## src/hdl/rfu_pkg.sv

```systemverilog
// shared types, constants and decode functions for the rtc fields to unix seconds unit
`default_nettype none
package rfu_pkg;

  localparam logic [14:0] YEAR_EPOCH         = 15'd1970;
  localparam logic [12:0] LEAPS_BEFORE_EPOCH = 13'd477;
  localparam logic [31:0] SECONDS_PER_DAY    = 32'd86400;
  localparam logic [19:0] SECONDS_PER_HOUR   = 20'd3600;
  localparam logic [19:0] SECONDS_PER_MINUTE = 20'd60;
  localparam logic [8:0]  DAYS_PER_YEAR      = 9'd365;
  localparam logic [7:0]  CENTURY_ABSENT_LO  = 8'h00;
  localparam logic [7:0]  CENTURY_ABSENT_HI  = 8'hFF;
  localparam logic [7:0]  PIVOT_YEAR         = 8'd80;
  localparam logic [7:0]  CENTURY_20XX       = 8'd20;
  localparam logic [7:0]  CENTURY_19XX       = 8'd19;
  localparam logic [3:0]  LAST_MONTH         = 4'd12;

  typedef struct packed {
    logic [7:0] second;
    logic [7:0] minute;
    logic [7:0] hour;
    logic [7:0] day;
    logic [7:0] month;
    logic [7:0] year;
    logic [7:0] century;
  } raw_t;

  typedef struct packed {
    logic [14:0] year;
    logic [7:0]  cent_prev;
    logic [6:0]  rem_prev;
    logic        after_epoch;
    logic        leap_day;
    logic [8:0]  month_days;
    logic [7:0]  day;
    logic [7:0]  hour;
    logic [7:0]  minute;
    logic [7:0]  second;
  } fields_t;

  typedef struct packed {
    logic [31:0] days;
    logic [19:0] tod;
    logic [14:0] year;
  } days_t;

  // high nibble times ten plus low nibble, no digit rejected
  function automatic logic [7:0] bcd_to_bin(input logic [7:0] b);
    return {1'b0, b[7:4], 3'b000} + {3'b000, b[7:4], 1'b0} + {4'b0000, b[3:0]};
  endfunction

  function automatic logic [8:0] days_before_month(input logic [3:0] m);
    logic [8:0] d;
    case (m)
      4'd2:    d = 9'd31;
      4'd3:    d = 9'd59;
      4'd4:    d = 9'd90;
      4'd5:    d = 9'd120;
      4'd6:    d = 9'd151;
      4'd7:    d = 9'd181;
      4'd8:    d = 9'd212;
      4'd9:    d = 9'd243;
      4'd10:   d = 9'd273;
      4'd11:   d = 9'd304;
      4'd12:   d = 9'd334;
      default: d = 9'd0;
    endcase
    return d;
  endfunction

endpackage
`default_nettype wire

```

## src/hdl/rtc_fields_to_unix_seconds_unit.sv

```systemverilog
// an accepted item passes the input, field, day and result stages in order before out_valid
// throughput: one item per cycle; a stalled output holds the pipe back stage by stage
// the day-to-seconds multiply by 86400 and the time-of-day add occupy the last stage
// reset: synchronous, clears all stage valid flags and returns binary_mode to bcd
// top level of the rtc fields to unix seconds converter
`default_nettype none
module rtc_fields_to_unix_seconds_unit (
  input  wire logic        clk,
  input  wire logic        rst,
  input  wire logic        cfg_write,
  input  wire logic        cfg_data,
  input  wire logic        in_valid,
  output logic             in_ready,
  input  wire logic [7:0]  second_raw,
  input  wire logic [7:0]  minute_raw,
  input  wire logic [7:0]  hour_raw,
  input  wire logic [7:0]  day_raw,
  input  wire logic [7:0]  month_raw,
  input  wire logic [7:0]  year_raw,
  input  wire logic [7:0]  century_raw,
  output logic             out_valid,
  input  wire logic        out_ready,
  output logic [31:0]      unix_seconds,
  output logic [14:0]      full_year
);
  import rfu_pkg::*;

  logic    binary_mode;
  logic    s1_valid, s2_valid, s3_valid;
  raw_t    s1_raw;
  fields_t s1_fields, s2_fields;
  days_t   s2_days, s3_days;
  logic [31:0] s3_secs;
  logic    adv1, adv2, adv3, adv4;

  assign adv4     = !out_valid || out_ready;
  assign adv3     = !s3_valid || adv4;
  assign adv2     = !s2_valid || adv3;
  assign adv1     = !s1_valid || adv2;
  assign in_ready = adv1;

  always_ff @(posedge clk) begin
    if (rst) begin
      binary_mode <= 1'b0;
    end else if (cfg_write) begin
      binary_mode <= cfg_data;
    end
  end

  always_ff @(posedge clk) begin
    if (rst) begin
      s1_valid  <= 1'b0;
      s2_valid  <= 1'b0;
      s3_valid  <= 1'b0;
      out_valid <= 1'b0;
    end else begin
      if (adv1) s1_valid  <= in_valid;
      if (adv2) s2_valid  <= s1_valid;
      if (adv3) s3_valid  <= s2_valid;
      if (adv4) out_valid <= s3_valid;
    end
  end

  always_ff @(posedge clk) begin
    if (adv1) begin
      s1_raw <= '{second: second_raw, minute: minute_raw, hour: hour_raw, day: day_raw,
                  month: month_raw, year: year_raw, century: century_raw};
    end
    if (adv2) s2_fields <= s1_fields;
    if (adv3) s3_days   <= s2_days;
    if (adv4) begin
      unix_seconds <= s3_secs;
      full_year    <= s3_days.year;
    end
  end

  rfu_decode u_decode (
    .binary_mode (binary_mode),
    .raw         (s1_raw),
    .fields      (s1_fields)
  );

  rfu_day_count u_day_count (
    .fields (s2_fields),
    .days   (s2_days)
  );

  rfu_seconds u_seconds (
    .days (s3_days),
    .secs (s3_secs)
  );

`ifndef SYNTH
  // a full pipe behind a stalled output must refuse new items
  a_backpressure: assert property (@(posedge clk) disable iff (rst)
    (out_valid && !out_ready && s3_valid && s2_valid && s1_valid) |-> !in_ready)
    else $error("input accepted while pipe is full and stalled");

  // an accepted item lands in the input stage
  a_capture: assert property (@(posedge clk) disable iff (rst)
    (in_valid && in_ready) |=> s1_valid)
    else $error("accepted item lost at input stage");

  // the last stage hands its item to the output when the output can move
  a_drain: assert property (@(posedge clk) disable iff (rst)
    (s3_valid && adv4) |=> out_valid)
    else $error("item lost between day stage and output");

  // largest reachable year is 254 centuries plus 99
  a_year_range: assert property (@(posedge clk) disable iff (rst)
    out_valid |-> (full_year <= 15'd25499))
    else $error("full_year out of range");
`endif

endmodule
`default_nettype wire

```

## src/hdl/rfu_decode.sv

```systemverilog
// byte decode, year assembly, leap test and month table lookup
`default_nettype none
module rfu_decode (
  input  wire logic           binary_mode,
  input  wire rfu_pkg::raw_t  raw,
  output rfu_pkg::fields_t    fields
);
  import rfu_pkg::*;

  logic [7:0] sec, min, hr, dy, mon, yr, cen_val;
  logic       cen_present;
  logic [7:0] yr_rem;
  logic [7:0] hund;
  logic [7:0] cent;
  logic [6:0] rem;
  logic [3:0] mon_idx;
  logic       leap;

  always_comb begin
    sec     = binary_mode ? raw.second  : bcd_to_bin(raw.second);
    min     = binary_mode ? raw.minute  : bcd_to_bin(raw.minute);
    hr      = binary_mode ? raw.hour    : bcd_to_bin(raw.hour);
    dy      = binary_mode ? raw.day     : bcd_to_bin(raw.day);
    mon     = binary_mode ? raw.month   : bcd_to_bin(raw.month);
    yr      = binary_mode ? raw.year    : bcd_to_bin(raw.year);
    cen_val = binary_mode ? raw.century : bcd_to_bin(raw.century);
    // presence is judged on the raw byte
    cen_present = (raw.century != CENTURY_ABSENT_LO) && (raw.century != CENTURY_ABSENT_HI);

    // decoded year can reach 165 or 255, split into hundreds and remainder
    if (yr >= 8'd200) begin
      yr_rem = yr - 8'd200;
      hund   = 8'd2;
    end else if (yr >= 8'd100) begin
      yr_rem = yr - 8'd100;
      hund   = 8'd1;
    end else begin
      yr_rem = yr;
      hund   = 8'd0;
    end
    rem = yr_rem[6:0];

    if (cen_present) begin
      cent = cen_val;
    end else begin
      cent = ((yr < PIVOT_YEAR) ? CENTURY_20XX : CENTURY_19XX) + hund;
    end

    fields.year = 15'(cent) * 15'd100 + 15'(rem);

    // year - 1 split the same way for the leap count
    if (rem == 7'd0) begin
      fields.cent_prev = cent - 8'd1;
      fields.rem_prev  = 7'd99;
    end else begin
      fields.cent_prev = cent;
      fields.rem_prev  = rem - 7'd1;
    end

    fields.after_epoch = fields.year > YEAR_EPOCH;

    leap = (rem != 7'd0) ? (rem[1:0] == 2'b00) : (cent[1:0] == 2'b00);
    fields.leap_day = leap && (mon > 8'd2);

    mon_idx = (mon > 8'(LAST_MONTH)) ? LAST_MONTH : mon[3:0];
    fields.month_days = days_before_month(mon_idx);

    fields.day    = dy;
    fields.hour   = hr;
    fields.minute = min;
    fields.second = sec;
  end

endmodule
`default_nettype wire

```

## src/hdl/rfu_day_count.sv

```systemverilog
// day count since the epoch and time of day in seconds
`default_nettype none
module rfu_day_count (
  input  wire rfu_pkg::fields_t fields,
  output rfu_pkg::days_t        days
);
  import rfu_pkg::*;

  logic [14:0] year_span;
  logic [23:0] whole_years;
  logic [12:0] leaps;
  logic [23:0] span_days;
  logic [31:0] base_days;

  always_comb begin
    year_span   = fields.year - YEAR_EPOCH;
    whole_years = 24'(year_span) * 24'(DAYS_PER_YEAR);
    // leaps in 1..n with n = 100*c + r is 24*c + r/4 + c/4
    leaps = 13'(fields.cent_prev) * 13'd24 + 13'(fields.rem_prev[6:2])
          + 13'(fields.cent_prev[7:2]);
    span_days = whole_years + 24'(leaps) - 24'(LEAPS_BEFORE_EPOCH);
    base_days = fields.after_epoch ? 32'(span_days) : 32'd0;

    // day zero wraps the count
    days.days = base_days + 32'(fields.leap_day) + 32'(fields.month_days)
              + 32'(fields.day) - 32'd1;
    days.tod  = 20'(fields.hour) * SECONDS_PER_HOUR
              + 20'(fields.minute) * SECONDS_PER_MINUTE + 20'(fields.second);
    days.year = fields.year;
  end

endmodule
`default_nettype wire

```

## src/hdl/rfu_seconds.sv

```systemverilog
// final scaling of the day count to seconds, modulo 2^32
`default_nettype none
module rfu_seconds (
  input  wire rfu_pkg::days_t days,
  output logic [31:0]         secs
);
  import rfu_pkg::*;

  assign secs = days.days * SECONDS_PER_DAY + 32'(days.tod);

endmodule
`default_nettype wire
```

## config.mk

```make
export PLATFORM = sky130hd
export DESIGN_NAME = rtc_fields_to_unix_seconds_unit
export DESIGN_NICKNAME = d
export VERILOG_FILES = /design/src/hdl/rfu_pkg.sv /design/src/hdl/rtc_fields_to_unix_seconds_unit.sv /design/src/hdl/rfu_decode.sv /design/src/hdl/rfu_day_count.sv /design/src/hdl/rfu_seconds.sv
export SDC_FILE = /design/constraint.sdc
export NUM_CORES = 1
export LEC_CHECK = 0
export BUFFER_PORTS_ARGS = -buffer_cell sky130_fd_sc_hd__buf_2
export CAP_MARGIN = 30
export CORE_UTILIZATION = 50
export CTS_CLUSTER_SIZE = 8
export DETAILED_ROUTE_END_ITERATION = 12
export GPL_ROUTABILITY_DRIVEN = 0
export GPL_TIMING_DRIVEN = 0
export HOLD_SLACK_MARGIN = 0.03
export PLACE_DENSITY = 0.78
export SETUP_SLACK_MARGIN = 0.05
export SLEW_MARGIN = 10
export SYNTH_ARGS = -nofsm -noshare
export SYNTH_HDL_FRONTEND = slang
export SYNTH_SLANG_ARGS = --single-unit
```

## constraint.sdc

```tcl
create_clock -name clk -period 7.9 [get_ports clk]
set_input_delay 1.185 -clock clk [delete_from_list [all_inputs] [get_ports clk]]
set_output_delay 1.185 -clock clk [all_outputs]
set_load 0.02 [all_outputs]
```

; Word-level counts from Yosys, hierarchy flattened
; Memories as Yosys holds them, arrays and structs flattened. A register that Yosys moved wholly into a read port is not among the register bits.
; Cells that the tools add are included.
[totals]
reg_bits = 239
n_memories = 1
mem_bits_ro = 144
word_cells = 104
[op_classes]
reduce_logical = 15
order_cmp = 6
mux = 17
multipliers = 6
addsub = 32
n_eq_ne = 1
[mem_list]
columns = name, words, word_bits, read_ports, rd_clocked_by_memory_dff, write_ports, line_no
row1 = (name not given), 16, 9, 1, 1, 0, rfu_pkg.sv:54  ; case (m)
[op_table]
columns = cell, n
row1 = two-way mux 8 bit, 9
row2 = adder 7 x 5 -> 8 bit, 7
row3 = adder 8 x 4 -> 8 bit, 7
row4 = adder 32 x 1 -> 32 bit, 1
row5 = adder 32 x 20 -> 32 bit, 1
row6 = adder 32 x 8 -> 32 bit, 1
row7 = adder 32 x 9 -> 32 bit, 1
row8 = multiplier 32 x 10 -> 25 bit (second input constant), 1
row9 = subtractor 32 x 1 -> 32 bit (second input constant), 1
row10 = adder 24 x 13 -> 24 bit, 1
row11 = multiplier 15 x 9 -> 24 bit (second input constant), 1
row12 = two-way mux 24 bit, 1
row13 = subtractor 24 x 9 -> 24 bit (second input constant), 1
row14 = adder 20 x 14 -> 20 bit, 1
row15 = adder 20 x 8 -> 20 bit, 1
row16 = multiplier 8 x 8 -> 16 bit (second input constant), 1
row17 = adder 15 x 7 -> 15 bit, 1
row18 = greater-than comparator 15 x 11 -> 1 bit (second input constant), 1
row19 = two-way mux 15 bit, 1
row20 = subtractor 15 x 11 -> 15 bit (second input constant), 1
row21 = two-way mux 7 bit, 2
row22 = subtractor 7 bit (second input constant), 2
row23 = adder 13 x 5 -> 13 bit, 1
row24 = adder 13 x 6 -> 13 bit, 1
row25 = other kinds (22), 31

; Logic depth before layout (Yosys ltp)
[depth]
ltp_word = 11
ltp_mapped = 42

; By module
; Synthesis repeated with hierarchy kept, for this count alone.
[unflattened]
hier_cells = 2341
area_unflattened_um2 = 25097.8
[by_module_without_submodules]
columns = module, seq_area_each_um2, area_each_um2, instances, cells_each
row1 = rfu_day_count, 0.0, 9062.4, 1, 1052
row2 = rtc_fields_to_unix_seconds_unit, 7397.1, 7499.7, 1, 262
row3 = rfu_decode, 0.0, 4540.6, 1, 575
row4 = rfu_seconds, 0.0, 3995.1, 1, 452

; Least setup slack after synthesis
; OpenSTA, ideal clock, no wires.
[synth_path]
kind = reg-to-reg
startpoint = register s2_fields[51] in the netlist's numbering
endpoint = register s3_days[59] in the netlist's numbering, data pin
arrival_time_ps = 7998
stages_incl_launch_ff = 42
n_path_buf = 0
slack_ps = -356
cell_sequence = edfxtp_1 -> ha_1 -> inv_1 -> fa_1 -> inv_1 -> ha_1 -> inv_1 -> o21bai_1 -> a21oi_1 -> nor2b_1 -> o21a_1 -> nand3_1 -> nor2b_1 -> or3b_2 -> nand3_1 -> nand2_1 -> fa_1 -> inv_1 -> (+6 left out) -> a21oi_1 -> nor3b_1 -> o211ai_1 -> a31oi_1 -> xnor2_1 -> nand2_1 -> ha_1 -> ha_1 -> and2_1 -> a22oi_1 -> nor2b_1 -> nor2b_1 -> a41oi_1 -> o21ai_1 -> o41a_1 -> a21o_1 -> a21oi_1 -> xnor2_1
[synth_lines]
columns = element, line_no
row1 = "start, declared", rtc_fields_to_unix_seconds_unit.sv:31  ; fields_t s1_fields, s2_fields;
row2 = "start signal, assigned", rtc_fields_to_unix_seconds_unit.sv:69  ; if (adv2) s2_fields <= s1_fields;
row3 = "end signal, assigned", rtc_fields_to_unix_seconds_unit.sv:70  ; if (adv3) s3_days <= s2_days;
row4 = "end, declared", rtc_fields_to_unix_seconds_unit.sv:32  ; days_t s2_days, s3_days;

==> metrics <==
worst slack, placed -0.890 ns; syn avg cell area roughly 11 µm²; syn_nets between 2,000 and 3,000; Worst-Skew Late Latency between 0.5 and 0.6 ns; register bit count reported by yosys about 240; routed wl met3 1680 µm; die area ~0.048 mm²; setup ws final -0.431 ns; Top Metal Used met4; Fmax about 0.12 GHz; worst reg2reg startpoint s2_fields[50]$_DFFE_PP_; Synth Instances roughly 2,200; CP endpoint s3_days[59]$_DFFE_PP_; first-pass GRT wire length 78,900 µm; share of layout cells above drive strength 1 between 10% and 20%; Rows 79; ANT nets after route 0; number of remaining DRC errors 0; CTS tree done; total track usage ~20%; Final Hold Viols 0; cells on worst reg2reg path 39; Core ar. approximately 0.046 mm²; reg2reg end s3_days[59]$_DFFE_PP_; CTS Buf Count 37; critical path class reg -> reg; Post-synth EDFFs 234; Register Area 0.00713 mm²; CP Max Fanout 3; # IOs approximately 110; CP max stage delay ~0.59 ns; Synth Cell Area 0.0235 mm²; RSZ-0062 raised after global routing true; DRT iter0 DRCs 651; Area contributors post-synth edfxtp_1 30%, ha_1 21%, fa_1 15%; Pre-Repair DR Iteration Count 7; Final nets between 3,000 and 4,000; drt wl/cell about 16 µm; Setup crit start kind flop; worst-case clock skew 0.0185 ns; worst slew pin tran 0.832 ns; Clock transition at path regs roughly 0.05 ns; area share of the largest cell type after synthesis 29.9%; CTS Sinks approximately 240; asr flop ratio synth 0%; HP Class reg -> reg; register area share after synthesis 30.3%; count of cell types in the netlist 86; final WL about 48,000 µm; Yosys top cell by area edfxtp_1; Chip Width 219 µm; Via density 5.34; clock root buffer clkbuf_16; # hold bufs at CTS 0; Chip Height 219 µm; Area Growth Syn to Fin 14.4%; max_cap viols 0; crit share post-route 105%; Final min period 8.33 ns; Final Max Tran Viols 0; number of diodes 0; Hold Slack ~0.42 ns; Final HPWL DP about 37,000 µm; Critical Path RT about 8.2 ns; vias in the first global route about 17,000; failing checks setup timing; crit-path most repeated cell ha_4; Final setup violation count 2; Crit. Startpoint s2_fields[50]$_DFFE_PP_; area of the multi-input gates between 0.015 and 0.02 mm²; slowest stage cell, crit path fa_1; vias roughly 16,000; DR WL met2 roughly 25,000 µm; initial antenna violation count 0; wl on met1 just under 20,000 µm; Max Root-Sink Buffers 3; CTS H-tree lvls 2; fillcell total between 3,000 and 4,000; Slew Limit Headroom between 40 and 50%; worst reg-to-reg setup slack -0.43 ns; Starting Density 50.7%; crit end category flop; port bufs between 100 and 150; Main synth FF type edfxtp_1; largest net degree at the start of global routing 48; Ys Warns 0; outcome complete, but fails checks; Critical Path AT around 8.6 ns; total grt overflow 0
==> what timing repair did <==
action,in CTS,in global routing
setup buffers,20,30
setup endpoints to repair,10,11
gates resized for setup,24,44
pin swaps,17,29
==> cell usage in the layout, fill, tap and decap left out, types with 23 or more instances in the layout <==
cell type / n
a21o_1: 46
a21oi_1: 105
buf_2: 110
buf_4: 47
clkbuf_16: 38
edfxtp_1: 234
fa_1: 176
ha_1: 385
inv_1: 404
nand2_1: 90
nand3_1: 23
nor2_1: 76
nor2b_1: 23
nor3_1: 23
o21ai_0: 52
o21bai_1: 28
xnor2_1: 136
xor2_1: 54
==> synthesized netlist by cell type (all sizes together) (18+ instances only) <==
| master | count |
|---|---|
| ha | 399 |
| nor2 | 80 |
| xor2 | 59 |
| nand3 | 25 |
| o21ai | 59 |
| a21oi | 117 |
| xnor2 | 143 |
| nor2b | 27 |
| o21bai | 30 |
| inv | 414 |
| a21o | 46 |
| edfxtp | 234 |
| mux2 | 18 |
| nand2 | 94 |
| fa | 176 |
| nor3 | 25 |
==> state kept, by name (all words and copies together) (netlist names) <==
register	count
s1_raw	56
s2_valid	1
s3_valid	1
s1_valid	1
s2_fields	71
s3_days	60
unix_seconds	32
full_year	15
binary_mode	1
out_valid	1
==> cell type report <==
type	instances	area share (%)
sequential	239	26.5
multi-input combinational	1498	56.8
buffer	15	0.311
timing repair buffer	162	3.71
tap	607	2.82
inverter	414	5.79
clock inverter	6	0.409
clock buffer	47	3.66
==> worst min-delay path by stage <==
stage	start	depth (start not counted)	slack [ns]	to
global route	s3_days[15]$_DFFE_PP_	0	0.43	unix_seconds[0]$_DFFE_PP_
CTS	s3_days[7]$_DFFE_PP_	0	0.42	full_year[7]$_DFFE_PP_
global placement	s1_raw[24]$_DFFE_PP_	0	0.40	s2_fields[24]$_DFFE_PP_
floorplan	s3_days[0]$_DFFE_PP_	0	0.40	full_year[0]$_DFFE_PP_
finish	s3_days[7]$_DFFE_PP_	0	0.42	full_year[7]$_DFFE_PP_
detailed placement	s3_days[12]$_DFFE_PP_	0	0.41	full_year[12]$_DFFE_PP_
==> cell families after synthesis <==
family          after synthesis  share of synthesized area (%)
compound gates              355                           10.3
simple gates                331                           7.00
mux                          34                           1.65
flops                       239                           30.3
buf+inv                     429                           6.96
fa+ha+maj                   575                           36.2
xor+xnor                    203                           7.61
==> routing by layer <==
metal  GRT usage [%]  vias to the layer above
li1                -                     7758
met1            23.4                     7714
met2            37.6                      346
met3            2.33                      123
met4            8.66                        0
met5               0                        -
==> through the flow <==
stage / utilization [%] / instances / area (µm²) / TNS, ns
after floorplan: - / 2166 / 23700 / 0
after global placement: 53.8 / 2883 / 25000 / -2.29
after detailed placement: 54.0 / 2888 / 25100 / -2.91
after CTS: 57.0 / 2961 / 26500 / -0.415
after global routing: 58.0 / 2988 / 26900 / -2.03
final: 58.0 / 2988 / 26900 / -0.708
==> critical path: cells and delay by family (launching register included) <==
family                   cells  cell delay, ns
AO/OA/AOI/OAI               12            2.28
XOR/XNOR                     2            0.22
adder cells (fa/ha/maj)     10            3.42
buffers and inverters        4            0.26
flip-flops                   1            0.45
AND/OR/NAND/NOR             11            1.43
Power is not shown: default switching activity piles up to over one toggle a cycle in this logic, so the estimate is an artifact.
